File: src/assert_macros.svh
// Assertion helpers shared by the converter RTL.
// Used by the queue, front end and back end; no other dependencies.
`ifndef ASSERT_MACROS_SVH
`define ASSERT_MACROS_SVH

// Check on every clock edge outside reset.
`define R2Y_ASSERT(label, prop, msg) \
    label: assert property (@(posedge i_clk) disable iff (!i_rst_n) prop) else $error(msg);

// Check on every clock edge, reset included.
`define R2Y_ASSERT_ALWAYS(label, prop, msg) \
    label: assert property (@(posedge i_clk) prop) else $error(msg);

`endif

File: src/r2y_pkg.sv
// Shared types, constants and arithmetic helpers of the RGB to YCbCr 4:2:0 converter.
// No dependencies; every other source file but assert_macros.svh imports it.
`default_nettype none

package r2y_pkg;

    localparam int FRAC_BITS = 12;
    localparam int IN_W      = 16;
    localparam int CH_W      = FRAC_BITS + 1;
    localparam int SUM_W     = CH_W + 3;
    localparam int LUM_W     = SUM_W + 16;
    localparam int YP_W      = LUM_W + 8;
    localparam int D_W       = LUM_W + 1;
    localparam int KC_W      = 25;
    localparam int P_W       = D_W + KC_W;
    localparam int YSHIFT    = 16 + FRAC_BITS + 3;
    localparam int CSHIFT    = 32 + FRAC_BITS + 3;
    localparam int YT_W      = YP_W - YSHIFT + 1;
    localparam int CH_ONE    = 1 << FRAC_BITS;
    localparam int POS_W     = 12;
    localparam int DIM_W     = 13;
    localparam int VAL_W     = 8;
    localparam int IDX_W     = 2;
    localparam int Q_DEPTH   = 4;
    localparam int QA_W      = $clog2(Q_DEPTH);

    localparam logic [LUM_W-1:0] KR = LUM_W'(13933);
    localparam logic [LUM_W-1:0] KG = LUM_W'(46871);
    localparam logic [LUM_W-1:0] KB = LUM_W'(4732);
    localparam logic [YP_W-1:0]  KY = YP_W'(219);
    localparam logic signed [KC_W-1:0] KCB = KC_W'(7911222);
    localparam logic signed [KC_W-1:0] KCR = KC_W'(9321859);
    localparam logic signed [P_W-1:0]  C_OFS = P_W'(128) <<< CSHIFT;

    localparam logic [DIM_W-1:0] WIDTH_RST  = DIM_W'(1920);
    localparam logic [DIM_W-1:0] HEIGHT_RST = DIM_W'(1080);
    localparam logic [DIM_W-1:0] HEIGHT_MAX = DIM_W'(4096);

    localparam logic [IDX_W-1:0] REG_FRAME_WIDTH  = IDX_W'(0);
    localparam logic [IDX_W-1:0] REG_FRAME_HEIGHT = IDX_W'(1);

    typedef enum logic [1:0] {
        PLANE_Y  = 2'd0,
        PLANE_CB = 2'd1,
        PLANE_CR = 2'd2
    } t_plane;

    typedef struct packed {
        logic [CH_W-1:0] b;
        logic [CH_W-1:0] g;
        logic [CH_W-1:0] r;
    } t_rgb;

    typedef struct packed {
        logic [SUM_W-1:0] b;
        logic [SUM_W-1:0] g;
        logic [SUM_W-1:0] r;
    } t_sum;

    typedef struct packed {
        logic             is_chroma;
        logic             last;
        logic             done;
        logic [POS_W-1:0] pos_x;
        logic [POS_W-1:0] pos_y;
    } t_meta;

    typedef struct packed {
        t_meta meta;
        t_sum  s;
    } t_job;

    typedef struct packed {
        t_plane           plane_sel;
        logic [VAL_W-1:0] sample_value;
        logic [POS_W-1:0] pos_x;
        logic [POS_W-1:0] pos_y;
        logic             last_of_item;
        logic             frame_done;
    } t_res;

    function automatic logic [CH_W-1:0] clamp_in(input logic signed [IN_W-1:0] v);
        logic [CH_W-1:0] res;
        if (v < 0) begin
            res = '0;
        end else if (v > IN_W'(CH_ONE)) begin
            res = CH_W'(CH_ONE);
        end else begin
            res = CH_W'(v);
        end
        return res;
    endfunction

    function automatic logic [DIM_W-1:0] eff_size(input logic [DIM_W-1:0] v,
                                                  input logic [DIM_W-1:0] hi);
        logic [DIM_W-1:0] t;
        t = (v < DIM_W'(2)) ? DIM_W'(2) : v;
        t = (t > hi) ? hi : t;
        return {t[DIM_W-1:1], 1'b0};
    endfunction

    function automatic logic [SUM_W-1:0] sum6(input logic [CH_W-1:0] e0,
                                              input logic [CH_W-1:0] e1,
                                              input logic [CH_W-1:0] e2,
                                              input logic [CH_W-1:0] o0,
                                              input logic [CH_W-1:0] o1,
                                              input logic [CH_W-1:0] o2);
        return SUM_W'(e0) + (SUM_W'(e1) << 1) + SUM_W'(e2)
             + SUM_W'(o0) + (SUM_W'(o1) << 1) + SUM_W'(o2);
    endfunction

    function automatic logic [VAL_W-1:0] luma_val(input logic [YP_W-1:0] p);
        logic [YT_W-1:0] t;
        t = YT_W'(p >> YSHIFT) + YT_W'(16);
        return (t > YT_W'(255)) ? VAL_W'(255) : t[VAL_W-1:0];
    endfunction

    function automatic logic [VAL_W-1:0] chroma_val(input logic signed [P_W-1:0] p);
        logic signed [P_W-1:0] t;
        logic [P_W-1:0]        q;
        logic [VAL_W-1:0]      res;
        t = p + C_OFS;
        q = $unsigned(t) >> CSHIFT;
        if (t[P_W-1]) begin
            res = '0;
        end else if (q > P_W'(255)) begin
            res = VAL_W'(255);
        end else begin
            res = q[VAL_W-1:0];
        end
        return res;
    endfunction

endpackage

`default_nettype wire

File: src/r2y_queue.sv
// Short job queue between the pixel front end and the arithmetic back end.
// Depends on r2y_pkg and assert_macros.svh.
`default_nettype none

`include "assert_macros.svh"

module r2y_queue (
    input  logic          i_clk,
    input  logic          i_rst_n,
    input  logic          i_push,
    input  r2y_pkg::t_job i_data,
    output logic          o_full,
    input  logic          i_pop,
    output r2y_pkg::t_job o_data,
    output logic          o_empty
);
    import r2y_pkg::*;

    t_job            r_mem [Q_DEPTH];
    logic [QA_W-1:0] r_wp;
    logic [QA_W-1:0] r_rp;
    logic [QA_W:0]   r_cnt;

    assign o_full  = (r_cnt == (QA_W+1)'(Q_DEPTH));
    assign o_empty = (r_cnt == '0);
    assign o_data  = r_mem[r_rp];

    always_ff @(posedge i_clk) begin
        if (!i_rst_n) begin
            r_wp  <= '0;
            r_rp  <= '0;
            r_cnt <= '0;
        end else begin
            if (i_push) begin
                r_wp <= r_wp + QA_W'(1);
            end
            if (i_pop) begin
                r_rp <= r_rp + QA_W'(1);
            end
            if (i_push && !i_pop) begin
                r_cnt <= r_cnt + (QA_W+1)'(1);
            end else if (i_pop && !i_push) begin
                r_cnt <= r_cnt - (QA_W+1)'(1);
            end
        end
    end

    always_ff @(posedge i_clk) begin
        if (i_push) begin
            r_mem[r_wp] <= i_data;
        end
    end

    `R2Y_ASSERT(a_q_no_overflow, i_push |-> !o_full, "push into full queue")
    `R2Y_ASSERT(a_q_no_underflow, i_pop |-> !o_empty, "pop from empty queue")
    `R2Y_ASSERT(a_q_count_up, (i_push && !i_pop) |=> (r_cnt == $past(r_cnt) + 3'd1), "queue count did not advance")

endmodule

`default_nettype wire

File: config.mk
export PLATFORM = sky130hd
export DESIGN_NAME = r2y_queue
export DESIGN_NICKNAME = d
export VERILOG_FILES = /design/src/r2y_pkg.sv /design/src/r2y_queue.sv
export VERILOG_INCLUDE_DIRS = /design/src /design/src/src
export SDC_FILE = /design/constraint.sdc
export NUM_CORES = 1
export LEC_CHECK = 0
export BUFFER_PORTS_ARGS = -buffer_cell sky130_fd_sc_hd__buf_2
export CORE_UTILIZATION = 61
export DETAILED_ROUTE_END_ITERATION = 10
export MAX_ROUTING_LAYER = met4
export PLACE_DENSITY = 0.84
export SYNTH_ARGS = -nofsm -noshare
export SYNTH_HDL_FRONTEND = slang
export SYNTH_SLANG_ARGS = --single-unit
File: constraint.sdc
create_clock -name i_clk -period 8.33 [get_ports i_clk]
set_clock_uncertainty 0.1 [all_clocks]
set_input_delay 0 -clock i_clk [delete_from_list [all_inputs] [get_ports i_clk]]
set_output_delay 0 -clock i_clk [all_outputs]
set_load 0.01 [all_outputs]
# Yosys cells after proc, flatten, opt, wreduce, memory -nomap -nowiden
# Memory sizes are Yosys's and may differ from the RTL's. A register that Yosys moved wholly into a read port is not among the register bits.
# Cells that the tools add are included.
# totals
register_bits,7
latch_bits,0
ram_bits,300
mem_bits_ro,0
inputBits,79
output_inout_bits,77
wordCells,21
memories,1
# op_classes
addsub,4
multipliers,0
n_div,0
magnitude_cmp,0
eq_ne,1
shift,0
mux,6
n_bitwise,0
n_reduce_logical,6
# mem_list
memory,words,word_bits,read_ports,rd_clocked_by_memory_dff,write_ports,line,text
r_mem,4,75,1,1,1,r2y_queue.sv:19,t_job r_mem [Q_DEPTH];
# ops
operator,count
2-to-1 mux 3 bit,2
adder 2 x 1 -> 2 bit (second input constant),2
2-to-1 mux 2 bit,2
adder 3 x 1 -> 3 bit (second input constant),1
== test 3 bit (second input constant),1
logical NOT 3 bit,1
subtractor 3 x 1 -> 3 bit (second input constant),1
logical AND 1 bit,2
logical NOT 1 bit,2
2-to-1 mux 1 bit,2
nonzero test 2 bit,1

# Longest topological paths before layout
# Gate-level depths: netlist (run 1).
# logic_depth
depth_word,4
ltp_mapped,7
mapped_depth_nobuf,7

# Worst setup path after synthesis (run 1)
# No wires, ideal clock.
# synth_path
kind,register to register
startpoint,reg r_wp[0]
endpoint,"mem r_mem[0][0] in the netlist's numbering, enable pin"
setup_time_ns,0.441
arrival_ns,2.292
slack_ns,5.496
stages_incl_launch_ff,4
path_cell_list,dfxtp_1 -> inv_1 -> ha_1 -> and2_1
# synth_rtl
element,line,text
"start, declared",r2y_queue.sv:20,logic [QA_W-1:0] r_wp;
"start signal, assigned",r2y_queue.sv:35,r_wp <= r_wp + QA_W'(1);
"end, declared",r2y_queue.sv:19,
# No word-level cell before the write port.

==> results.py, run 1 <==
metrics = {
    "critical_path": {
        "worstPathRequired_ns": 8.23,
        "worst_path_max_delay_cell": "buf_4",
        "start_kind": "flop",
        "path_cells": "buf_4, mux4_2, buf_2",
        "cp-end-kind": "output pin",
        "path_max_fanout": 47,
        "path_class": "flop to output pin",
        "critical_path.top_delay_family": "buffers and inverters",
        "max_stage_delay_ns": 0.80,
        "arrival_ns": 2.90,
        "critPathBufInv": 2,
    },
    "layout": {
        "drive_gt1_share_pct": 39.8,
        "fillers": 924,
        "nets": 769,
        "ff_latch_area_sq_um": 9200,
        "antenna_cells": 0,
        "area_growth_pct": 24.2,
        "multi_input_area_sq_um": 1950,
    },
    "drt": {
        "ant_nets": 0,
        "vias_per_cell": 5.66,
        "highest_layer": "met4",
        "dr.pass1.iters": 4,
        "drc_errors": 0,
        "met2RoutedLength_microns": 10700,
        "wl_per_cell_microns": 21.9,
        "vias": 5292,
        "route.met3.wl_microns": 1280,
        "drtIter0Drc": 349,
        "drt-met1-wl_microns": 8190,
        "wl_microns": 20500,
    },
    "timing": {
        "worst_slew_pin_slew_ns": 1.14,
        "hold_violations": 0,
        "slew_headroom_pct": 24.0,
        "setup_viol": 0,
        "hold_ws_ns": 0.128,
        "drv_slew": 0,
        "max_freq_mhz": 333,
        "period_needed_ns": 3.00,
        "finalCritPeriodShare_pct": 36.1,
        "tns_ns": 0,
        "grt_setup_unrepaired": "false",
    },
    "logic_synthesis": {
        "syn_area_sq_um": 11300,
        "synth_edf_count": 300,
        "async_flop_share_pct": 0,
        "synth_top_area_cell": "edfxtp_1",
        "yosysSeqAreaShare_pct": 81.6,
        "post-synth-top-count-cell": "edfxtp_1",
        "syn_inst": 434,
        "synth_area_leaders": "edfxtp_1, mux4_2, dfxtp_1",
        "syn_area_per_cell_sq_um": 26.0,
        "yosys-top-cells-count": "edfxtp_1, mux4_2, and2_1, dfxtp_1",
        "yosysWarningCount": 0,
        "ys_ff_latch": 309,
        "yosysUniqueCellTypes": 21,
        "syn-num-nets": 519,
        "synth_top_area_share_pct": 80.0,
        "synth-main-ff-cell": "edfxtp_1",
    },
    "floorplanning": {
        "die_y_microns": 138,
        "coreArea_sq_um": 18000,
        "die_w_microns": 138,
        "die_area_sq_um": 19000,
        "rows": 49,
        "start_util_pct": 62.5,
        "io_pins": 156,
    },
    "grt": {
        "antenna_found_initial": 0,
        "grt_first_pass_wirelength_microns": 30100,
        "grt_usage_pct": 22.3,
        "grt_pass1_vias": 5536,
        "grt_start_max_net_pins": 76,
        "grt-ovfl-total": 0,
    },
    "placed_design": {
        "hpwl_microns": 11100,
        "io_buffers": 155,
        "gp_congestion": 0.694,
    },
    "clock_network": {
        "cts_tree": "yes",
        "h-tree-depth": 1,
        "cts_made_buffers": 28,
        "max-clock-path-buffers": 3,
        "cts.sinks": 309,
        "worstSkewPairLatency_ns": 0.52,
        "ctsResizeCount": 0,
        "ctsRootBufferMaster": "clkbuf_16",
        "clkTransAtPathRegs_ns": 0.06,
    },
    "pwr": {
        "power.density_nw_per_um2": 248,
        "leakagePower_nw": 4.80,
        "vdd_ir_drop_max_mv": 0.263,
    },
    "job": {
        "cap_violations": 0,
    },
    "hold_path": {
        "worstHoldPathType": "input port to flop",
    },
    "outcome": {
        "status": "complete, no violations",
    },
}
[logic make-up after synthesis]
family / share of synthesized area, %
AOI/OAI and AO/OA: 0.111
buffers and inverters: 1.20
xor gates and xnor gates: 0.389
muxes: 15.2
and+or+nand+nor: 0.811
DFF: 81.6
adders and majority gates: 0.733
[metrics by stage]
| stage | cell area, sq um | cells | total power (W) | util, % | worst slack, ns |
|---|---|---|---|---|---|
| floorplan | 11300 | 434 | 0.00203 | - | 5.50 |
| global placement | 12200 | 805 | 0.00215 | 67.9 | 5.75 |
| detailed placement | 12200 | 805 | 0.00216 | 67.9 | 5.78 |
| CTS | 14000 | 935 | 0.00349 | 77.6 | 5.21 |
| global route | 14000 | 935 | 0.00357 | 77.6 | 5.05 |
| finish | 14000 | 935 | 0.00347 | 77.6 | 5.33 |
[sequential cells by signal (all words and copies together), names as in the netlist, named ones only]
register  count
r_mem       300
r_rp          2
r_wp          2
r_cnt         3
[where the power goes]
| part | internal (W) | switching [W] |
|---|---|---|
| Sequential | 0.00179 | 0.0000410 |
| Combinational | 0.000170 | 0.000159 |
| Clock | 0.000788 | 0.000523 |
| Total | 0.00274 | 0.000723 |
[cell usage in the layout (no fill, tap or decap), drive strengths merged]
master,netlist,layout
xnor2,2,2
clkinvlp,0,1
dlygate4sd3,0,78
xor2,3,3
clkbuf,2,32
o21ai,1,1
a21boi,1,1
nor3b,1,1
nor3,1,1
mux2i,2,2
clkinv,0,14
and2,9,9
edfxtp,300,300
dfxtp,9,9
or3,1,1
bufinv,0,5
nor2b,2,2
inv,4,4
ha,5,5
fa,1,1
buf,14,158
nand2,1,1
mux4,75,75
[cell type report]
cell class	count	area share [%]
sequential	309	65.8
multi-input combinational	105	13.9
timing repair buffer	236	11.3
clock buffer	32	5.27
tap	229	2.05
clock inverter	20	1.59
inverter	4	0.107
[repair_timing]
action	4_1_cts	5_1_grt
hold buffers	78	0
hold endpoints to repair	339	0
buffers inserted	0	0
[path summary, 6_finish.rpt]
| kind | startpoint | to | slack [ns] | depth (start not counted) |
|---|---|---|---|---|
| hold reg to reg | r_cnt[2]$_SDFFE_PN0P_ | r_cnt[2]$_SDFFE_PN0P_ | 0.45 | 2 |
| setup / recovery | flop | o_data[30] | 5.33 | 3 |
| setup reg to reg | r_wp[0]$_SDFFE_PN0P_ | r_mem[0][47]$_DFFE_PP_ | 6.14 | 4 |
| hold / removal | i_data[2] | r_mem[3][2]$_DFFE_PP_ | 0.13 | 2 |
[routing by layer]
layer / track usage, % / up-vias
li1: - / 2350
met1: 29.0 / 2710
met2: 37.2 / 200
met3: 3.98 / 32
met4: 5.13 / 0
met5: - / -
Note: power is estimated with default switching activity, not from simulation.
==> run 2, diff against run 1 <==
--- a/config.mk
+++ b/config.mk
@@ -6,11 +6,12 @@
 export SDC_FILE = /design/constraint.sdc
 export NUM_CORES = 1
 export LEC_CHECK = 0
+export ABC_AREA = 1
 export BUFFER_PORTS_ARGS = -buffer_cell sky130_fd_sc_hd__buf_2
-export CORE_UTILIZATION = 61
+export CORE_UTILIZATION = 58
 export DETAILED_ROUTE_END_ITERATION = 10
 export MAX_ROUTING_LAYER = met4
-export PLACE_DENSITY = 0.84
+export PLACE_DENSITY = 0.8
 export SYNTH_ARGS = -nofsm -noshare
 export SYNTH_HDL_FRONTEND = slang
 export SYNTH_SLANG_ARGS = --single-unit
==> constraint.sdc (replaced) <==
create_clock -name i_clk -period 2.9 [get_ports i_clk]
set_clock_uncertainty 0.1 [all_clocks]
set_input_delay 0 -clock i_clk [delete_from_list [all_inputs] [get_ports i_clk]]
set_output_delay 0 -clock i_clk [all_outputs]
set_load 0.01 [all_outputs]
==> run 2 against run 1 <==
First-iteration DRC count is 15% higher. Hold slack worse by 0.026 ns. Critical path depth is 1 higher. Critical endpoint is now o_data[56]. Combinational power grew to 3.3 times the previous value. Routed wire length is 19% higher. Global-route usage is 0.98 points higher. Total power grew to 2.9 times the previous value. Count of clock-buffer cells in the layout is 4 higher. Setup slack worse by 4.8 ns. Clock power grew to 2.9 times the previous value.
==> results.py, run 2 <==
metrics = {
    "outcome": {
        "status": "complete, no violations",
    },
    "grt": {
        "grt_start_max_net_pins": 151,
        "grt-ovfl-total": 0,
        "grt_pass1_vias": 7363,
        "grt_first_pass_wirelength_microns": 37900,
        "grt_usage_pct": 23.3,
        "antenna_found_initial": 0,
    },
    "timing": {
        "grt_setup_unrepaired": "false",
        "period_needed_ns": 2.34,
        "slew_headroom_pct": 46.9,
        "setup_viol": 0,
        "max_freq_mhz": 427,
        "drv_slew": 0,
        "finalCritPeriodShare_pct": 80.8,
        "worst_slew_pin_slew_ns": 0.797,
        "tns_ns": 0,
        "hold_violations": 0,
    },
    "critical_path": {
        "arrival_ns": 2.24,
        "worstPathRequired_ns": 2.80,
        "r2r_setup_slack_ns": 0.90,
        "path_cells": "buf_4, o21ai_0, o22ai_1, buf_2",
        "cp-end-kind": "output pin",
        "path_max_fanout": 75,
        "critPathBufInv": 2,
        "worst_path_max_delay_cell": "buf_4",
        "max_stage_delay_ns": 0.63,
        "path_class": "flop to output pin",
        "start_kind": "flop",
        "critical_path.top_delay_family": "buffers and inverters",
    },
    "logic_synthesis": {
        "synth_xor_area_share_pct": 0,
        "synth-main-ff-cell": "edfxtp_1",
        "synth_simple_gate_area_share_pct": 8.32,
        "syn_area_per_cell_sq_um": 15.7,
        "syn-num-nets": 868,
        "yosysSeqAreaShare_pct": 74.6,
        "yosys-top-cells-count": "edfxtp_1, o21ai_0, nor2_1",
        "async_flop_share_pct": 0,
        "syn_area_sq_um": 12300,
        "post-synth-top-count-cell": "edfxtp_1",
        "synth_top_area_share_pct": 73.1,
        "yosysUniqueCellTypes": 24,
        "synth_compound_area_share_pct": 13.0,
        "syn_inst": 783,
        "yosysWarningCount": 0,
        "synth_edf_count": 300,
        "yosys.area_share.adder_pct": 0.670,
        "synth_area_leaders": "edfxtp_1, o21ai_0, o22ai_2",
        "ys_ff_latch": 309,
        "synth_top_family_by_area": "compound AO/OA/AOI/OAI gates",
        "synth_mux_area_share_pct": 0,
        "synth_top_area_cell": "edfxtp_1",
    },
    "pwr": {
        "power.density_nw_per_um2": 665,
        "vdd_ir_drop_max_mv": 0.575,
        "leakagePower_nw": 5.26,
        "power_w": 0.0100,
    },
    "layout": {
        "ff_latch_area_sq_um": 9190,
        "multi_input_area_sq_um": 2710,
        "fillers": 1234,
        "layout_commonest_cell": "edfxtp_1",
        "largestRegisters": "r_mem: 300 flops, r_cnt: 3 flops",
        "area_growth_pct": 22.3,
        "final_cell_mix": "edfxtp_1, buf_2, o21ai_0",
        "largest_register": "r_mem",
        "largest_reg_flops": 300,
        "nets": 1103,
        "drive_gt1_share_pct": 31.6,
    },
    "floorplanning": {
        "start_util_pct": 60.1,
        "io_pins": 156,
        "rows": 52,
        "die_w_microns": 148,
        "coreArea_sq_um": 20500,
        "die_area_sq_um": 21800,
        "die_y_microns": 148,
    },
    "placed_design": {
        "gp_congestion": 0.713,
        "io_buffers": 155,
        "hpwl_microns": 13200,
    },
    "drt": {
        "vias_per_cell": 5.55,
        "ant_nets": 0,
        "dr.pass1.iters": 7,
        "vias": 7271,
        "wl_microns": 24400,
        "drtIter0Drc": 402,
        "drc_errors": 0,
        "wl_per_cell_microns": 18.6,
    },
    "clock_network": {
        "cts.sinks": 309,
        "worstSkewPairLatency_ns": 0.53,
        "cts_tree": "yes",
        "h-tree-depth": 1,
        "max-clock-path-buffers": 3,
        "ctsRootBufferMaster": "clkbuf_16",
        "cts_made_buffers": 29,
        "clkTransAtPathRegs_ns": 0.06,
    },
    "job": {
        "cap_violations": 0,
    },
    "hold_path": {
        "worstHoldPathType": "input port to flop",
    },
}
[run 2: cell types whose count changed in the layout (fill, tap and decap cells not counted), moves of 6 or more]
cell / change
inv_1: +7
o21ai_1: +20
o22ai_1: +25
o21ai_0: +130
buf_4: +8
buf_12: +6
nand2_1: +8
o22ai_2: +50
mux4_2: -75
nor2_1: +100
nor2_4: +50
[run 2: timing repair]
item / 4_1_cts / 5_1_grt
hold endpoints to repair: 309 / 0
gates resized for setup: 0 / 0
hold buffers: 80 / 0
setup buffers: 0 / 0
[run 2: routing by layer]
layer | part of all wire (%) | global-route usage (%) | vias to the layer above
li1 | - | - | 3426
met1 | 41 | 28.9 | 3554
met2 | 52 | 40.1 | 237
met3 | 4.9 | 2.99 | 54
met4 | 2.2 | 7.11 | 0
met5 | 0 | - | -
[run 2: cell type report]
type / count / area share (%)
Antenna cell: 1 / 0.0166
Clock buffer: 36 / 4.99
Clock inverter: 17 / 1.38
Inverter: 17 / 0.507
Multi-Input combinational cell: 409 / 18.0
Sequential cell: 309 / 61.1
Tap cell: 270 / 2.24
Timing Repair Buffer: 252 / 11.8
[run 2: logic make-up after synthesis]
group,after synthesis
flip-flops,309
AO/OA/AOI/OAI,235
AND/OR/NAND/NOR,168
buffers and inverters,65
adder cells (fa/ha/maj),6
[run 2: path summary, 6_finish.rpt]
path	end	startpoint	cells past startpoint
setup / recovery	o_data[56]	flop	4
hold / removal	r_mem[1][1]$_DFFE_PP_	i_data[1]	2
hold reg to reg	flop	r_rp[1]$_SDFFE_PN0P_	1
setup reg to reg	r_mem[0][60]$_DFFE_PP_	r_wp[0]$_SDFFE_PN0P_	5
[run 2: power breakdown]
part,switching (W),internal [W]
Sequential,0.0000536,0.00510
Clock,0.00150,0.00227
Combinational,0.000666,0.000419
Total,0.00222,0.00780
[run 2: through the flow]
stage          worst slack, ns  hold slack (ns)  util [%]  instance area (sq um)  cells
2_1_floorplan            0.329         -0.00113         -                  12300    783
3_3_place_gp             0.891            0.113      64.9                  13300   1177
3_5_place_dp             0.861            0.115      64.9                  13300   1177
4_1_cts                  0.562           0.0803      73.5                  15100   1310
5_1_grt                  0.444           0.0955      73.5                  15100   1310
6_report                 0.557            0.102      73.5                  15100   1311
