**config.mk**
```make
export PLATFORM = sky130hd
export DESIGN_NAME = r2y_back_flat
export DESIGN_NICKNAME = d
export VERILOG_FILES = /design/src/r2y_pkg.sv /design/src/r2y_res_if.sv /design/src/r2y_back.sv /design/src/flat_wrapper.sv
export VERILOG_INCLUDE_DIRS = /design/src /design/src/src
export SDC_FILE = /design/constraint.sdc
export NUM_CORES = 2
export LEC_CHECK = 0
export BUFFER_PORTS_ARGS = -buffer_cell sky130_fd_sc_hd__buf_2
export CELL_PAD_IN_SITES_DETAIL_PLACEMENT = 0
export CELL_PAD_IN_SITES_GLOBAL_PLACEMENT = 1
export CORE_ASPECT_RATIO = 1.25
export CORE_UTILIZATION = 50
export DETAILED_ROUTE_END_ITERATION = 8
export PLACE_DENSITY = 0.78
export SLEW_MARGIN = 0
export SYNTH_ARGS = -nofsm -noshare
export SYNTH_HDL_FRONTEND = slang
export SYNTH_SLANG_ARGS = --single-unit
```
**constraint.sdc**
```tcl
create_clock -name i_clk -period 14.62 [get_ports i_clk]
set_clock_uncertainty 0.15 [all_clocks]
set_input_delay 0 -clock i_clk [delete_from_list [all_inputs] [get_ports i_clk]]
set_output_delay 0 -clock i_clk [all_outputs]
set_load 0.02 [all_outputs]
```
**src/assert_macros.svh**
```systemverilog
// Assertion helpers shared by the converter RTL.
// Used by the queue, front end and back end; no other dependencies.
`ifndef ASSERT_MACROS_SVH
`define ASSERT_MACROS_SVH

// Check on every clock edge outside reset.
`define R2Y_ASSERT(label, prop, msg) \
    label: assert property (@(posedge i_clk) disable iff (!i_rst_n) prop) else $error(msg);

// Check on every clock edge, reset included.
`define R2Y_ASSERT_ALWAYS(label, prop, msg) \
    label: assert property (@(posedge i_clk) prop) else $error(msg);

`endif

```
**src/r2y_pkg.sv**
```systemverilog
// Shared types, constants and arithmetic helpers of the RGB to YCbCr 4:2:0 converter.
// No dependencies; every other source file but assert_macros.svh imports it.
`default_nettype none

package r2y_pkg;

    localparam int FRAC_BITS = 12;
    localparam int IN_W      = 16;
    localparam int CH_W      = FRAC_BITS + 1;
    localparam int SUM_W     = CH_W + 3;
    localparam int LUM_W     = SUM_W + 16;
    localparam int YP_W      = LUM_W + 8;
    localparam int D_W       = LUM_W + 1;
    localparam int KC_W      = 25;
    localparam int P_W       = D_W + KC_W;
    localparam int YSHIFT    = 16 + FRAC_BITS + 3;
    localparam int CSHIFT    = 32 + FRAC_BITS + 3;
    localparam int YT_W      = YP_W - YSHIFT + 1;
    localparam int CH_ONE    = 1 << FRAC_BITS;
    localparam int POS_W     = 12;
    localparam int DIM_W     = 13;
    localparam int VAL_W     = 8;
    localparam int IDX_W     = 2;
    localparam int Q_DEPTH   = 4;
    localparam int QA_W      = $clog2(Q_DEPTH);

    localparam logic [LUM_W-1:0] KR = LUM_W'(13933);
    localparam logic [LUM_W-1:0] KG = LUM_W'(46871);
    localparam logic [LUM_W-1:0] KB = LUM_W'(4732);
    localparam logic [YP_W-1:0]  KY = YP_W'(219);
    localparam logic signed [KC_W-1:0] KCB = KC_W'(7911222);
    localparam logic signed [KC_W-1:0] KCR = KC_W'(9321859);
    localparam logic signed [P_W-1:0]  C_OFS = P_W'(128) <<< CSHIFT;

    localparam logic [DIM_W-1:0] WIDTH_RST  = DIM_W'(1920);
    localparam logic [DIM_W-1:0] HEIGHT_RST = DIM_W'(1080);
    localparam logic [DIM_W-1:0] HEIGHT_MAX = DIM_W'(4096);

    localparam logic [IDX_W-1:0] REG_FRAME_WIDTH  = IDX_W'(0);
    localparam logic [IDX_W-1:0] REG_FRAME_HEIGHT = IDX_W'(1);

    typedef enum logic [1:0] {
        PLANE_Y  = 2'd0,
        PLANE_CB = 2'd1,
        PLANE_CR = 2'd2
    } t_plane;

    typedef struct packed {
        logic [CH_W-1:0] b;
        logic [CH_W-1:0] g;
        logic [CH_W-1:0] r;
    } t_rgb;

    typedef struct packed {
        logic [SUM_W-1:0] b;
        logic [SUM_W-1:0] g;
        logic [SUM_W-1:0] r;
    } t_sum;

    typedef struct packed {
        logic             is_chroma;
        logic             last;
        logic             done;
        logic [POS_W-1:0] pos_x;
        logic [POS_W-1:0] pos_y;
    } t_meta;

    typedef struct packed {
        t_meta meta;
        t_sum  s;
    } t_job;

    typedef struct packed {
        t_plane           plane_sel;
        logic [VAL_W-1:0] sample_value;
        logic [POS_W-1:0] pos_x;
        logic [POS_W-1:0] pos_y;
        logic             last_of_item;
        logic             frame_done;
    } t_res;

    function automatic logic [CH_W-1:0] clamp_in(input logic signed [IN_W-1:0] v);
        logic [CH_W-1:0] res;
        if (v < 0) begin
            res = '0;
        end else if (v > IN_W'(CH_ONE)) begin
            res = CH_W'(CH_ONE);
        end else begin
            res = CH_W'(v);
        end
        return res;
    endfunction

    function automatic logic [DIM_W-1:0] eff_size(input logic [DIM_W-1:0] v,
                                                  input logic [DIM_W-1:0] hi);
        logic [DIM_W-1:0] t;
        t = (v < DIM_W'(2)) ? DIM_W'(2) : v;
        t = (t > hi) ? hi : t;
        return {t[DIM_W-1:1], 1'b0};
    endfunction

    function automatic logic [SUM_W-1:0] sum6(input logic [CH_W-1:0] e0,
                                              input logic [CH_W-1:0] e1,
                                              input logic [CH_W-1:0] e2,
                                              input logic [CH_W-1:0] o0,
                                              input logic [CH_W-1:0] o1,
                                              input logic [CH_W-1:0] o2);
        return SUM_W'(e0) + (SUM_W'(e1) << 1) + SUM_W'(e2)
             + SUM_W'(o0) + (SUM_W'(o1) << 1) + SUM_W'(o2);
    endfunction

    function automatic logic [VAL_W-1:0] luma_val(input logic [YP_W-1:0] p);
        logic [YT_W-1:0] t;
        t = YT_W'(p >> YSHIFT) + YT_W'(16);
        return (t > YT_W'(255)) ? VAL_W'(255) : t[VAL_W-1:0];
    endfunction

    function automatic logic [VAL_W-1:0] chroma_val(input logic signed [P_W-1:0] p);
        logic signed [P_W-1:0] t;
        logic [P_W-1:0]        q;
        logic [VAL_W-1:0]      res;
        t = p + C_OFS;
        q = $unsigned(t) >> CSHIFT;
        if (t[P_W-1]) begin
            res = '0;
        end else if (q > P_W'(255)) begin
            res = VAL_W'(255);
        end else begin
            res = q[VAL_W-1:0];
        end
        return res;
    endfunction

endpackage

`default_nettype wire

```
**src/r2y_res_if.sv**
```systemverilog
// Result output channel: valid/ready handshake with one component sample per beat.
// Depends on r2y_pkg.
`default_nettype none

interface r2y_res_if;
    import r2y_pkg::*;

    logic             valid;
    logic             ready;
    logic [1:0]       plane_sel;
    logic [VAL_W-1:0] sample_value;
    logic [POS_W-1:0] pos_x;
    logic [POS_W-1:0] pos_y;
    logic             last_of_item;
    logic             frame_done;

    modport source (output valid, output plane_sel, output sample_value, output pos_x,
                    output pos_y, output last_of_item, output frame_done, input ready);
    modport sink   (input valid, input plane_sel, input sample_value, input pos_x,
                    input pos_y, input last_of_item, input frame_done, output ready);
endinterface

`default_nettype wire

```
**src/r2y_back.sv**
```systemverilog
// Back end: matrix pipeline that turns queued jobs into luma or Cb/Cr results,
// with an output register that splits chroma jobs into two beats.
// Depends on r2y_pkg, the result interface and assert_macros.svh.
`default_nettype none

`include "assert_macros.svh"

module r2y_back (
    input  logic          i_clk,
    input  logic          i_rst_n,
    output logic          o_pop,
    input  r2y_pkg::t_job i_job,
    input  logic          i_empty,
    r2y_res_if.source     o_res
);
    import r2y_pkg::*;

    logic                    r1_valid;
    t_meta                   r1_meta;
    logic [LUM_W-1:0]        r1_lum;
    logic [SUM_W-1:0]        r1_r;
    logic [SUM_W-1:0]        r1_b;
    logic                    r2_valid;
    t_meta                   r2_meta;
    logic [YP_W-1:0]         r2_ypr;
    logic signed [D_W-1:0]   r2_db;
    logic signed [D_W-1:0]   r2_dr;
    logic                    r3_valid;
    t_meta                   r3_meta;
    logic [VAL_W-1:0]        r3_y;
    logic signed [P_W-1:0]   r3_pb;
    logic signed [P_W-1:0]   r3_pr;
    logic                    r_out_valid;
    t_res                    r_out;
    logic                    r_cr_pend;
    t_res                    r_cr;

    logic                    o_free;
    logic                    load_cr;
    logic                    load_s3;
    logic                    adv;
    logic [LUM_W-1:0]        n_lum;
    t_res                    y_res;
    t_res                    cb_res;
    t_res                    cr_res;

    always_comb begin
        o_free  = !r_out_valid || o_res.ready;
        load_cr = o_free && r_cr_pend;
        load_s3 = o_free && !r_cr_pend && r3_valid;
        adv     = !r3_valid || load_s3;
        o_pop   = adv && !i_empty;

        n_lum = LUM_W'(i_job.s.r) * KR + LUM_W'(i_job.s.g) * KG + LUM_W'(i_job.s.b) * KB;

        y_res.plane_sel    = PLANE_Y;
        y_res.sample_value = r3_y;
        y_res.pos_x        = r3_meta.pos_x;
        y_res.pos_y        = r3_meta.pos_y;
        y_res.last_of_item = r3_meta.last;
        y_res.frame_done   = r3_meta.done;

        cb_res.plane_sel    = PLANE_CB;
        cb_res.sample_value = chroma_val(r3_pb);
        cb_res.pos_x        = r3_meta.pos_x;
        cb_res.pos_y        = r3_meta.pos_y;
        cb_res.last_of_item = 1'b0;
        cb_res.frame_done   = 1'b0;

        cr_res.plane_sel    = PLANE_CR;
        cr_res.sample_value = chroma_val(r3_pr);
        cr_res.pos_x        = r3_meta.pos_x;
        cr_res.pos_y        = r3_meta.pos_y;
        cr_res.last_of_item = 1'b1;
        cr_res.frame_done   = r3_meta.done;
    end

    always_ff @(posedge i_clk) begin
        if (!i_rst_n) begin
            r1_valid    <= 1'b0;
            r2_valid    <= 1'b0;
            r3_valid    <= 1'b0;
            r_out_valid <= 1'b0;
            r_cr_pend   <= 1'b0;
        end else begin
            if (adv) begin
                r1_valid <= o_pop;
                r2_valid <= r1_valid;
                r3_valid <= r2_valid;
            end
            if (load_cr) begin
                r_cr_pend   <= 1'b0;
                r_out_valid <= 1'b1;
            end else if (load_s3) begin
                r_cr_pend   <= r3_meta.is_chroma;
                r_out_valid <= 1'b1;
            end else if (o_free) begin
                r_out_valid <= 1'b0;
            end
        end
    end

    always_ff @(posedge i_clk) begin
        if (adv) begin
            r1_meta <= i_job.meta;
            r1_lum  <= n_lum;
            r1_r    <= i_job.s.r;
            r1_b    <= i_job.s.b;
            r2_meta <= r1_meta;
            r2_ypr  <= YP_W'(r1_lum) * KY;
            r2_db   <= $signed({1'b0, r1_b, 16'h0000}) - $signed({1'b0, r1_lum});
            r2_dr   <= $signed({1'b0, r1_r, 16'h0000}) - $signed({1'b0, r1_lum});
            r3_meta <= r2_meta;
            r3_y    <= luma_val(r2_ypr);
            r3_pb   <= P_W'(r2_db) * P_W'(KCB);
            r3_pr   <= P_W'(r2_dr) * P_W'(KCR);
        end
        if (load_cr) begin
            r_out <= r_cr;
        end else if (load_s3) begin
            r_out <= r3_meta.is_chroma ? cb_res : y_res;
            r_cr  <= cr_res;
        end
    end

    assign o_res.valid        = r_out_valid;
    assign o_res.plane_sel    = r_out.plane_sel;
    assign o_res.sample_value = r_out.sample_value;
    assign o_res.pos_x        = r_out.pos_x;
    assign o_res.pos_y        = r_out.pos_y;
    assign o_res.last_of_item = r_out.last_of_item;
    assign o_res.frame_done   = r_out.frame_done;

    `R2Y_ASSERT(a_be_cr_behind_cb, r_cr_pend |-> r_out_valid, "Cr pending without a Cb beat shown")
    `R2Y_ASSERT(a_be_cr_next, $fell(r_cr_pend) |-> (r_out_valid && r_out.plane_sel == PLANE_CR), "Cr beat did not follow Cb")
    `R2Y_ASSERT(a_be_s3_hold, (r3_valid && !adv) |=> r3_valid, "stalled job lost from last stage")

endmodule

`default_nettype wire

```
**src/flat_wrapper.sv**
```systemverilog
// flat-port wrapper written by rule: the top's interface ports become plain ports
module r2y_back_flat import r2y_pkg::*;
  (i_clk, i_rst_n, o_pop, i_job, i_empty, o_res_valid, o_res_plane_sel, o_res_sample_value, o_res_pos_x, o_res_pos_y, o_res_last_of_item, o_res_frame_done, o_res_ready);
  r2y_res_if o_res_i ();
  input  logic i_clk;
  input  logic i_rst_n;
  output logic o_pop;
  input  r2y_pkg::t_job i_job;
  input  logic i_empty;
  output wire logic [$bits(o_res_i.valid)-1:0] o_res_valid;
  output wire logic [$bits(o_res_i.plane_sel)-1:0] o_res_plane_sel;
  output wire logic [$bits(o_res_i.sample_value)-1:0] o_res_sample_value;
  output wire logic [$bits(o_res_i.pos_x)-1:0] o_res_pos_x;
  output wire logic [$bits(o_res_i.pos_y)-1:0] o_res_pos_y;
  output wire logic [$bits(o_res_i.last_of_item)-1:0] o_res_last_of_item;
  output wire logic [$bits(o_res_i.frame_done)-1:0] o_res_frame_done;
  input wire logic [$bits(o_res_i.ready)-1:0] o_res_ready;
  assign o_res_valid = o_res_i.valid;
  assign o_res_plane_sel = o_res_i.plane_sel;
  assign o_res_sample_value = o_res_i.sample_value;
  assign o_res_pos_x = o_res_i.pos_x;
  assign o_res_pos_y = o_res_i.pos_y;
  assign o_res_last_of_item = o_res_i.last_of_item;
  assign o_res_frame_done = o_res_i.frame_done;
  assign o_res_i.ready = o_res_ready;
  r2y_back u_core (.i_clk(i_clk), .i_rst_n(i_rst_n), .o_pop(o_pop), .i_job(i_job), .i_empty(i_empty), .o_res(o_res_i));
endmodule
```
# --- Word level (Yosys, flattened, before mapping) ---
# Index checks and enable logic that the tools add are counted.
# W data, S select, Z words.
word_totals:
  inputBits: 79
  ff_bits: 448
  word_cells: 80
classes:
  reduce_logical: 14
  mux: 9
  order_cmp: 3
  n_addsub: 7
  n_bitwise: 2
  multipliers: 6
op_table:
  columns: ["op", "count"]
  rows:
  - ["$add A58 B56 Y58 const B", 2]
  - ["$sub A32 B32 Y33", 2]
  - ["$mul A33 B25 Y58 const B", 1]
  - ["$mul A33 B23 Y56 const B", 1]
  - ["$mul A32 B8 Y40 const B", 1]
  - ["$mux W36", 1]
  - ["$mux W35", 1]
  - ["$mux W34", 1]
  - ["$add A30 B32 Y32", 1]
  - ["$add A32 B29 Y32", 1]
  - ["$mul A16 B16 Y32 const B", 1]
  - ["$mul A16 B14 Y30 const B", 1]
  - ["$mul A16 B11 Y27 const B", 1]
  - ["$mux W8", 3]
  - ["$gt A11 B8 Y1 const B", 2]
  - ["$add A9 B5 Y10 const B", 1]
  - ["$gt A10 B8 Y1 const B", 1]
  - ["$logic_and A1 B1 Y1", 4]
  - ["$logic_not A1 Y1", 4]
  - ["$mux W1", 3]
  - ["$reduce_bool A3 Y1", 1]
  - ["$logic_or A1 B1 Y1", 2]
  - ["$not A1 Y1", 2]
  - ["$reduce_and A2 Y1", 1]
  - ["2 further kinds", 2]

# --- Logic depth before layout (Yosys ltp) ---
logic_depth:
  word_depth: 7
  ltp_mapped: 40
  mapped_depth_nobuf: 40

# --- Least setup slack after synthesis ---
# Ideal clock, no wire load.
synth_path:
  path_kind: "input to register"
  startpoint: "input port i_job[37] (netlist bit)"
  endpoint: "register u_core.r1_lum[28], data pin"
  required_ps: 14210
  path_stages: 38
  n_path_buf: 0
  slack_ps: 5862
  arrival_time_ps: 8348
  setup_ps: 260
  cell_sequence: "inv_1 fa_1 inv_1 ha_1 inv_1 fa_1 fa_1 fa_1 inv_1 ha_1 o21a_1 nor2_1 nor3_1 o21a_1 o21ai_0 nand2_1 nand3_1 fa_1 (+2 left out) inv_1 fa_1 fa_1 inv_1 fa_1 inv_1 fa_1 inv_1 ha_1 inv_1 nor2_1 o21a_1 or4_1 a21oi_1 or3_1 a21oi_1 o22a_1 xor2_1"
synth_via:
  elab_chain_len: 2
synth_rtl:
  columns: ["element", "line", "text"]
  rows:
  - ["from (decl)", "flat_wrapper.sv:8", "input r2y_pkg::t_job i_job;"]
  - ["$mul A16 B11 Y27", "r2y_back.sv:54", "n_lum = LUM_W'(i_job.s.r) * KR + LUM_W'(i_job.s.g) * KG + LUM_W'(i_job.s.b) * KB;"]
  - ["$add A32 B29 Y32", "r2y_back.sv:54", null]
  - ["via u_core.n_lum[28]", "r2y_back.sv:42", "logic [LUM_W-1:0] n_lum;"]
  - ["to (signal assigned)", "r2y_back.sv:106", "r1_lum <= n_lum;"]
  - ["to (decl)", "r2y_back.sv:20", "logic [LUM_W-1:0] r1_lum;"]
# The timed path passes the listed nets, and every way through them passes these cells.
# A chain may end at the register's enable or synchronous reset.

# --- Worst setup path in the final report ---
layout_path:
  startpoint: "input port i_job[36] (netlist bit)"
  endpoint: "register u_core.r1_lum[29], data pin"
# Same word-level chain as after synthesis.

==> impl_metrics.env <==
export IMPL_r2r_end="u_core.r3_pb[54]$_DFFE_PN_"
export IMPL_critPathLaunchType="primary input"
export IMPL_use_met2_pct=48.81
export IMPL_synth_edf_count=302
export IMPL_coreArea_um2=115300
export IMPL_vias=36500
export IMPL_crit_top_cell="fa_1"
export IMPL_path_class="primary input to flop"
export IMPL_synthCells=5296
export IMPL_syn_area_um2=58440
export IMPL_ys_flop_type="edfxtp_1"
export IMPL_crit_cells=35
export IMPL_gr_usage_met1_pct=28.01
export IMPL_syn_avg_cell_area_um2=11.03
export IMPL_grt_pass1_wl_mm=226.4
export IMPL_met3_usage_pct=2.028
export IMPL_cts_buffer_depth=3
export IMPL_setup_viol=0
export IMPL_outcome="complete, no violations"
export IMPL_crit_slowest_cell="a2111oi_0"
export IMPL_cts_root_buffer="clkbuf_16"
export IMPL_die_area_um2=118300
export IMPL_final_common_cell="inv_1"
export IMPL_crit_path_end="u_core.r1_lum[29]$_DFFE_PN_"
export IMPL_synth_area_leader_cell="fa_1"
export IMPL_cts_buffers=35
export IMPL_tightest_slew_ns=1.106
export IMPL_synthTopCellsByArea="fa_1 40%, ha_1 21%, edfxtp_1 16%"
export IMPL_ios=117
export IMPL_cp_max_fo=6
export IMPL_async_flop_share_pct=0
export IMPL_fmax_mhz=99.84
export IMPL_placed_cells=6965
export IMPL_rsz0062_at_grt="no"
export IMPL_final_setup_tns_ns=0
export IMPL_ys_seq_area_share_pct=15.69
export IMPL_worstPathRequired_ns=14.75
export IMPL_startpoint="i_job[36]"
export IMPL_grt_pass1_vias=41440
export IMPL_cts_clk_slew_worst_paths_ns=0.06
export IMPL_clock_sinks=307
export IMPL_cp_top_family="adder cells"
export IMPL_slew_viol_final=0
export IMPL_syn_to_final_growth_pct=8.091
export IMPL_grt_busiest_layer="met2"
export IMPL_ys_types=84
export IMPL_initial_core_util_pct=50.68
export IMPL_fillers=10090
export IMPL_post_cts_buffers=0
export IMPL_drc_errors=0
export IMPL_r2r_cells=20
export IMPL_antenna_found_initial=1
export IMPL_place_gp_congestion=0.9457
export IMPL_finalNetCount=7740
export IMPL_clock_latency_ns=0.57
export IMPL_multi_input_area_um2=42980
export IMPL_hold_violations=0
export IMPL_dr_pass1_iters=5
export IMPL_die_h_um=384.2
export IMPL_port_buffers=116
export IMPL_post_route_worst_setup_slack_ns=4.604
export IMPL_relSlewSlack_pct=25.91
export IMPL_antenna_left=0
export IMPL_cp_arrival_ns=10.15
export IMPL_grt_use_total_pct=25.20
export IMPL_grt_overflow_total=0
export IMPL_regArea_um2=9169
export IMPL_die_w_um=307.8
export IMPL_drive_above_1_share_pct=4.691
export IMPL_drt_total_wl_mm=141.1
export IMPL_first_iter_violations=1593
export IMPL_viasPerCell=5.130
export IMPL_fin_crit_sh_pct=68.51
export IMPL_crit_path_max_incr_delay_ns=0.63
export IMPL_wl_per_cell_um=19.83
export IMPL_r2r_start="u_core.r2_dr[10]$_DFFE_PN_"
export IMPL_place_ws_ns=4.517
export IMPL_ys_ff_latch=307
export IMPL_fin_crit_ns=10.02
export IMPL_row_count=139
export IMPL_crit_path_end_kind="flop"
export IMPL_final_cell_mix="1,651 x inv_1, 1,163 x fa_1, 961 x ha_1"
export IMPL_reg2reg_slack_ns=6.20
export IMPL_ys_warn_count=0
export IMPL_synth_top_area_share_pct=39.84
export IMPL_drv_cap=0
export IMPL_cts_tree="done"
export IMPL_dp_hpwl_mm=122.3
export IMPL_grt_max_degree=127
export IMPL_min_path_type="primary input to flop"
export IMPL_cp_num_buf_inv=10
export IMPL_htreeDepth=2
export IMPL_syn_nets=7499
export IMPL_finalNonFillerCells=7116
[kinds of logic after synthesis]
| kind of cell | Yosys count | synth area share (%) |
|---|---|---|
| AO/OA/AOI/OAI | 497 | 5.693 |
| XOR/XNOR | 158 | 2.368 |
| adder cells (fa/ha/maj) | 2124 | 60.41 |
| buffers and inverters | 1674 | 10.77 |
| flip-flops | 307 | 15.69 |
| multiplexers | 43 | 0.7900 |
| AND/OR/NAND/NOR | 493 | 4.276 |
[Yosys cell counts, types with 7 or more instances]
cell       number
nor2_1        124
mux2_2         25
a31oi_1        23
mux2i_1        18
a211o_1         8
o211ai_1       10
clkbuf_1       18
and4_1          7
ha_1          961
or2_2          17
nand2_1        94
fa_1         1163
a211oi_1       16
a21o_1         90
o21ai_0        69
nand4_1        26
inv_1        1652
o2111ai_1       7
xnor2_1       107
a21boi_0        9
or3_1           9
xor2_1         51
and2_1         10
o21bai_1       12
edfxtp_1      302
o31ai_1         7
a21oi_1       141
nand3_1        56
nor3_1         41
and3_1         19
nor2b_1        24
nand2b_1       38
o21a_1         37
[worst register-to-register path, stage by stage (launching register included)]
cell      delay, ns
edfxtp_1       0.89
ha_1           0.70
inv_1          0.20
fa_1           0.55
inv_1          0.06
fa_1           0.47
fa_1           0.49
inv_1          0.06
fa_1           0.53
inv_1          0.06
fa_1           0.50
fa_1           0.49
ha_1           0.37
and3_1         0.27
nor3b_1        0.72
nand4_1        0.17
a21oi_1        0.55
o21ai_0        0.43
nand3_1        0.25
a31oi_1        0.13
xnor2_1        0.14
[final cells by class]
cell class,count,share of cell area [%]
repair buffers,226,2.567
clock buffers,38,1.404
well taps,1551,3.072
multi-input cells,3315,68.04
flip-flops and latches,307,14.51
diodes,1,0.003961
inverters,1652,9.828
clock inverters,26,0.5724
[how the worst min path moves through the flow]
stage	from	endpoint	cells past startpoint
finish	i_job[65]	u_core.r1_meta[17]$_DFFE_PN_	2
global route	i_job[57]	u_core.r1_meta[9]$_DFFE_PN_	2
CTS	i_job[67]	u_core.r1_meta[19]$_DFFE_PN_	2
detailed placement	i_job[55]	u_core.r1_meta[7]$_DFFE_PN_	1
global placement	i_job[58]	u_core.r1_meta[10]$_DFFE_PN_	1
floorplan	i_empty	o_pop	1
[per-layer routing]
metal	share of wire, %	vias up	wire length [µm]
met5	0	-	0
met4	4.7	0	6665
met3	3.1	241	4402
met2	55	643	77630
met1	37	18650	52400
li1	-	16970	-
[state kept, by name (all words and copies together) (netlist names), 2 cells and up]
signal / flops
u_core.o_res.plane_sel: 2
u_core.r3_y: 8
u_core.r1_lum: 32
u_core.r3_pb: 10
u_core.r2_dr: 33
u_core.r2_meta: 27
u_core.o_res.pos_x: 12
u_core.r3_pr: 11
u_core.cb_res: 24
u_core.r2_ypr: 9
u_core.r_cr: 33
u_core.o_res.sample_value: 8
u_core.r2_db: 17
u_core.r3_meta: 2
u_core.r1_meta: 27
u_core.r1_b: 16
u_core.o_res.pos_y: 12
u_core.r1_r: 16
[repair_timing]
action	CTS	global route
endpoints found under the setup margin	0	0
gates resized for setup	0	0
endpoints found under the hold margin	66	1
hold buffers	85	1
[through the flow]
| stage | hold WS [ns] | instance area [µm²] | util [%] |
|---|---|---|---|
| after floorplan | -0.06327 | 58440 | - |
| after global placement | 0.02750 | 61060 | 52.95 |
| after detailed placement | 0.02835 | 61060 | 52.95 |
| after CTS | 0.001651 | 63160 | 54.77 |
| after global routing | 0.01416 | 63170 | 54.78 |
| final | 0.02043 | 63170 | 54.78 |
Power is not shown: default switching activity piles up to over one toggle a cycle in this logic, so the estimate is an artifact.
